<file path="src/design/spfq_pkg.sv">
// shared types and constants for the three-level strict priority fifo
// no dependencies; imported by spfq_ctrl, spfq_dp and the top level
package spfq_pkg;

  localparam int QUEUE_DEPTH = 128;
  localparam int ID_WIDTH    = 16;
  localparam int NUM_LEVELS  = 3;

  localparam int PTR_W   = (QUEUE_DEPTH > 1) ? $clog2(QUEUE_DEPTH) : 1;
  localparam int OCC_W   = $clog2(QUEUE_DEPTH + 1);
  localparam int LVL_W   = $clog2(NUM_LEVELS);
  localparam int STORE_DEPTH = NUM_LEVELS * QUEUE_DEPTH;
  localparam int ADDR_W  = $clog2(STORE_DEPTH);

  localparam int CMD_W   = 1;
  localparam int PID_W   = 16;
  localparam int SEV_W   = 2;
  localparam int STAT_W  = 3;
  localparam int COUNT_W = 8;
  localparam int TOTAL_W = 32;

  localparam logic [CMD_W-1:0] CMD_ARRIVE = 1'b0;
  localparam logic [CMD_W-1:0] CMD_SERVE  = 1'b1;

  typedef enum logic [STAT_W-1:0] {
    ST_QUEUED   = 3'd0,
    ST_DROPPED  = 3'd1,
    ST_BADLEVEL = 3'd2,
    ST_SERVED   = 3'd3,
    ST_EMPTY    = 3'd4
  } status_t;

  typedef enum logic [3:0] {
    S_IDLE = 4'b0001,
    S_EXEC = 4'b0010,
    S_READ = 4'b0100,
    S_DONE = 4'b1000
  } state_t;

  // commands from controller to datapath
  typedef struct packed {
    logic load_in;
    logic exec;
    logic capture;
    logic load_out;
  } spfq_cmd_t;

  // status from datapath to controller
  typedef struct packed {
    logic serve_hit;
    logic out_free;
  } spfq_stat_t;

endpackage

</file>
<file path="src/design/spfq_ctrl.sv">
// sequencing state machine for the priority fifo
// depends on spfq_pkg
module spfq_ctrl
  import spfq_pkg::*;
(
  input  logic       clk,
  input  logic       rst,
  input  logic       req_valid,
  output logic       req_ready,
  input  spfq_stat_t st,
  output spfq_cmd_t  cmd
);

  state_t state, state_next;

  always_ff @(posedge clk) begin
    if (rst) begin
      state <= S_IDLE;
    end else begin
      state <= state_next;
    end
  end

  always_comb begin
    state_next = state;
    cmd        = '0;
    req_ready  = 1'b0;
    unique case (state)
      S_IDLE: begin
        req_ready = 1'b1;
        if (req_valid) begin
          cmd.load_in = 1'b1;
          state_next  = S_EXEC;
        end
      end
      S_EXEC: begin
        cmd.exec   = 1'b1;
        state_next = st.serve_hit ? S_READ : S_DONE;
      end
      S_READ: begin
        cmd.capture = 1'b1;
        state_next  = S_DONE;
      end
      S_DONE: begin
        if (st.out_free) begin
          cmd.load_out = 1'b1;
          state_next   = S_IDLE;
        end
      end
      default: begin
        state_next = S_IDLE;
      end
    endcase
  end

endmodule

</file>
<file path="config.mk">
export PLATFORM = sky130hd
export DESIGN_NAME = spfq_ctrl
export DESIGN_NICKNAME = d
export VERILOG_FILES = /design/src/design/spfq_pkg.sv /design/src/design/spfq_ctrl.sv
export SDC_FILE = /design/constraint.sdc
export NUM_CORES = 1
export LEC_CHECK = 0
export ABC_AREA = 1
export BUFFER_PORTS_ARGS = -buffer_cell sky130_fd_sc_hd__buf_4
export CORE_AREA = 5 5 42 44
export DETAILED_ROUTE_END_ITERATION = 6
export DIE_AREA = 0 0 47 49
export HOLD_SLACK_MARGIN = 0.12
export SYNTH_ARGS = -nofsm -noshare
export SYNTH_HDL_FRONTEND = slang
export SYNTH_SLANG_ARGS = --single-unit
</file>
<file path="constraint.sdc">
create_clock -name clk -period 1 [get_ports clk]
set_input_delay 0.1 -clock clk [delete_from_list [all_inputs] [get_ports clk]]
set_output_delay 0.1 -clock clk [all_outputs]
set_load 0.005 [all_outputs]
</file>
## After elaboration in Yosys (flattened, before gate mapping)

Cells that the tools add are included.

| operators by class | value |
|---|---|
| equality and inequality tests | 6 |
| multiplexer cells | 11 |
| reduce and logical (&&, ||, !) cells | 1 |

Operators by type and width:

| operator | count |
|---|---|
| one-hot mux 4 bit (4 select lines) | 1 |
| two-way mux 4 bit | 3 |
| two-way mux 1 bit | 7 |
| == test 4 x 1 -> 1 bit (second input constant) | 1 |
| == test 4 x 2 -> 1 bit (second input constant) | 1 |
| == test 4 x 3 -> 1 bit (second input constant) | 1 |
| == test 4 bit (second input constant) | 1 |
| != test 2 bit (second input constant) | 2 |
| AND reduction 2 bit | 1 |

| storage, ports and cells | value |
|---|---|
| register bits | 4 |
| input bits | 5 |
| output and inout bits | 5 |
| logic and storage cells | 19 |

## Longest topological paths before layout

| logic depth | value |
|---|---|
| word-level depth | 3 |
| gate-level depth with buffers | 6 |
| depth with buffers taken out | 6 |

## Worst setup path before layout

Ideal clock, no wire load.

| timing | value |
|---|---|
| path type | register to register |
| start point | reg state[1] |
| end point | reg state[0] |
| data arrival time | 0.685 ns |
| path slack | 0.201 ns |
| cell stages (with the launch flop) | 6 |
| path buffers | 0 |
| period minus slack after synthesis | 0.799 ns |
| path through | dfxtp_1 > inv_1 > nor2_1 > nand2_1 > nand4_1 > nand2_1 |

| on the way | value |
|---|---|
| cells in the longest elaborated chain, start to end | 3 |
| elaborated cells on any way between the ends | 8 |
| those cells by class | eq/ne: 6; mux: 1; reduce/logical: 1 |

RTL lines:

| element | line | RTL |
|---|---|---|
| from (decl) | spfq_ctrl.sv:14 | `state_t state, state_next;` |
| from (signal assigned) | spfq_ctrl.sv:20 | `state <= state_next;` |
| == test 4 bit / == test 4 x 1 -> 1 bit (equally long branches) | spfq_ctrl.sv:28 | `unique case (state)` |
| != test 2 bit (no line) | - |  |
| AND reduction 2 bit (no line) | - |  |

Parallel ways exist; a longest one is shown, timed or not.
A chain may end at the register's enable or synchronous reset.

==> impl_metrics.json <==
{
  "nNetsFinal": 63,
  "ys_ff_latch": 4,
  "hold_viol_final": 0,
  "ys_warn_count": 0,
  "synthDistinctLibCells": 10,
  "finClkSkew_ps": 1.89,
  "vias": 274,
  "peakVddDrop_mv": 0.361,
  "hpwl_um": 432,
  "ys_seq_area_share_pct": 35.0,
  "rr_worst_depth": 6,
  "dp_cells": 63,
  "grt_start_max_net_pins": 4,
  "avgSynthCellArea_sq_um": 6.03,
  "maxSlewViolCount": 0,
  "clock_sinks": 4,
  "core_region_area_sq_mm": 0.00140,
  "hold_slack_ps": 245,
  "overflow": 0,
  "max_freq_mhz": 907,
  "stdcell_count": 72,
  "num_antenna_cells": 0,
  "hold_depth": 5,
  "worstPathArrival_ps": 1000,
  "reg2reg_slack_ps": 40,
  "drt-vias-per-instance": 3.81,
  "fin_crit_ps": 1100,
  "grt.busiest_layer": "met2",
  "grt_pass1_wl_um": 945,
  "die_w_um": 47,
  "drive_above_1_share_pct": 50.0,
  "clk_pin_slew_ps": 40,
  "grt_use_met2_pct": 7.69,
  "antenna_found_initial": 0,
  "netlist_area_sq_um": 229,
  "use_met1_pct": 6.81,
  "globalRouteMet3Util_pct": 3.69,
  "start_util_pct": 16.3,
  "drt_iter0_drc": 4,
  "slew_headroom_pct": 90.9,
  "largest_reg_flops": 4,
  "synthCells": 38,
  "groute.usage.overall_pct": 6.13,
  "violations": "setup timing",
  "final_cell_mix": "11 x inv_1, 11 x buf_4, 5 x nand2_1, 4 x dlygate4sd3_1",
  "cts-root-buf": "clkbuf_4",
  "path_class": "register to output pin",
  "pwr_density_cell_mw_per_mm2": 1180,
  "nFillCells": 160,
  "post-route-drc-count": 0,
  "slowest_delay_ps": 340,
  "die_h_um": 49,
  "htreeDepth": 1,
  "p_leak_nw": 0.236,
  "first_pass_iters": 4,
  "startpoint_type": "register",
  "path_max_fanout": 3,
  "worst_slew_pin_slew_ps": 135,
  "top_register": "state",
  "synth_fp_nets": 43,
  "slowest_stage": "dfxtp_2",
  "setup_viol": 5,
  "ios": 10,
  "reg_top3": "state: 4 flops",
  "gp_congestion": 0.765,
  "fin_crit_sh_pct": 110,
  "fin_ws_ps": -103,
  "cap_violations": 0,
  "io_buffers": 9,
  "cp.required_ps": 900,
  "outcome": "finished with violations",
  "timing.setup.tns_ps": -341,
  "hp-class": "input port to register",
  "routedWlPerCell_um": 8.60,
  "path_cells": "nor2_4, nand2_2, nor2_1, buf_4",
  "cp-end-kind": "output pin",
  "area_growth_syn_to_layout_pct": 86.3,
  "grt_pass1_vias": 255,
  "finalWirelength_um": 619,
  "postRouteAntennaNets": 0,
  "die-area_sq_mm": 0.00230,
  "fp-row-count": 14,
  "clock_path_buffers": 2,
  "cts_buffers": 3,
  "grt_setup_unrepaired": "yes",
  "worstSkewPairLatency_ps": 230,
  "cts_tree": "done"
}
worst paths after layout:
check	from	endpoint
max	state[2]$_SDFFE_PP0P_	cmd[3]
max reg2reg	state[2]$_SDFFE_PP0P_	state[0]$_SDFFE_PP1P_
min	st[0]	state[0]$_SDFFE_PP1P_
min reg2reg	state[0]$_SDFFE_PP1P_	state[2]$_SDFFE_PP0P_
where the power goes:
group	total, mW	switching, mW	internal, mW
logic	0.127	0.0584	0.0688
clock network	0.196	0.0617	0.134
registers	0.181	0.0116	0.170
per-layer routing:
layer  vias up  part of all wire, %
met1       114                   44
met3         2                   11
met5         -                    0
met2        12                   44
li1        146                    -
met4         0                 0.65
cells in the mapped netlist:
master,instances,area [sq um]
dfxtp_1,4,80.1
nand2_1,5,18.8
inv_1,13,48.8
nor2_2,2,12.5
nand3_1,3,15.0
nor3_1,2,10.0
o21ai_2,1,8.76
nand2_2,1,6.26
nor2_1,6,22.5
nand4_1,1,6.26
per-stage QoR:
step / utilization, % / area, sq um / setup slack [ps] / power, mW
finish: 30.4 / 427 / -103 / 0.504
CTS: 30.1 / 422 / -116 / 0.527
floorplan: - / 229 / 201 / 0.230
detailed placement: 22.6 / 317 / 84.9 / 0.274
global route: 30.4 / 427 / -152 / 0.537
global placement: 22.6 / 317 / 93.4 / 0.274
worst max-delay path, delay by kind of cell, from the launching register on:
family | cells | cell delay, ps
and+or+nand+nor | 3 | 320
buffers and inverters | 1 | 120
DFF | 1 | 340
cell families (layout without fill, tap and decap cells):
| group | count (synthesis) | in the layout | synth area share [%] |
|---|---|---|---|
| AO/OA/AOI/OAI | 1 | 1 | 3.83 |
| buffers and inverters | 13 | 31 | 21.3 |
| flip-flops | 4 | 4 | 35.0 |
| AND/OR/NAND/NOR | 20 | 20 | 39.9 |
cell type report:
class                      instances  area (sq um)  share of cell area [%]
clock buffer                       3          22.5                    5.28
timing repair buffer              15           123                    28.7
inverter                          13          51.3                    12.0
sequential                         4          87.6                    20.5
multi-input combinational         21           123                    28.7
tap                               16          20.0                    4.69
timing repair:
action,in CTS,in global routing
hold endpoints to repair,3,0
setup endpoints to repair,5,8
resized for setup,10,4
buffers inserted,3,0
hold buffers,4,0
pin swaps,5,4
gates cloned,0,0
(Power assumes the default switching activity.)
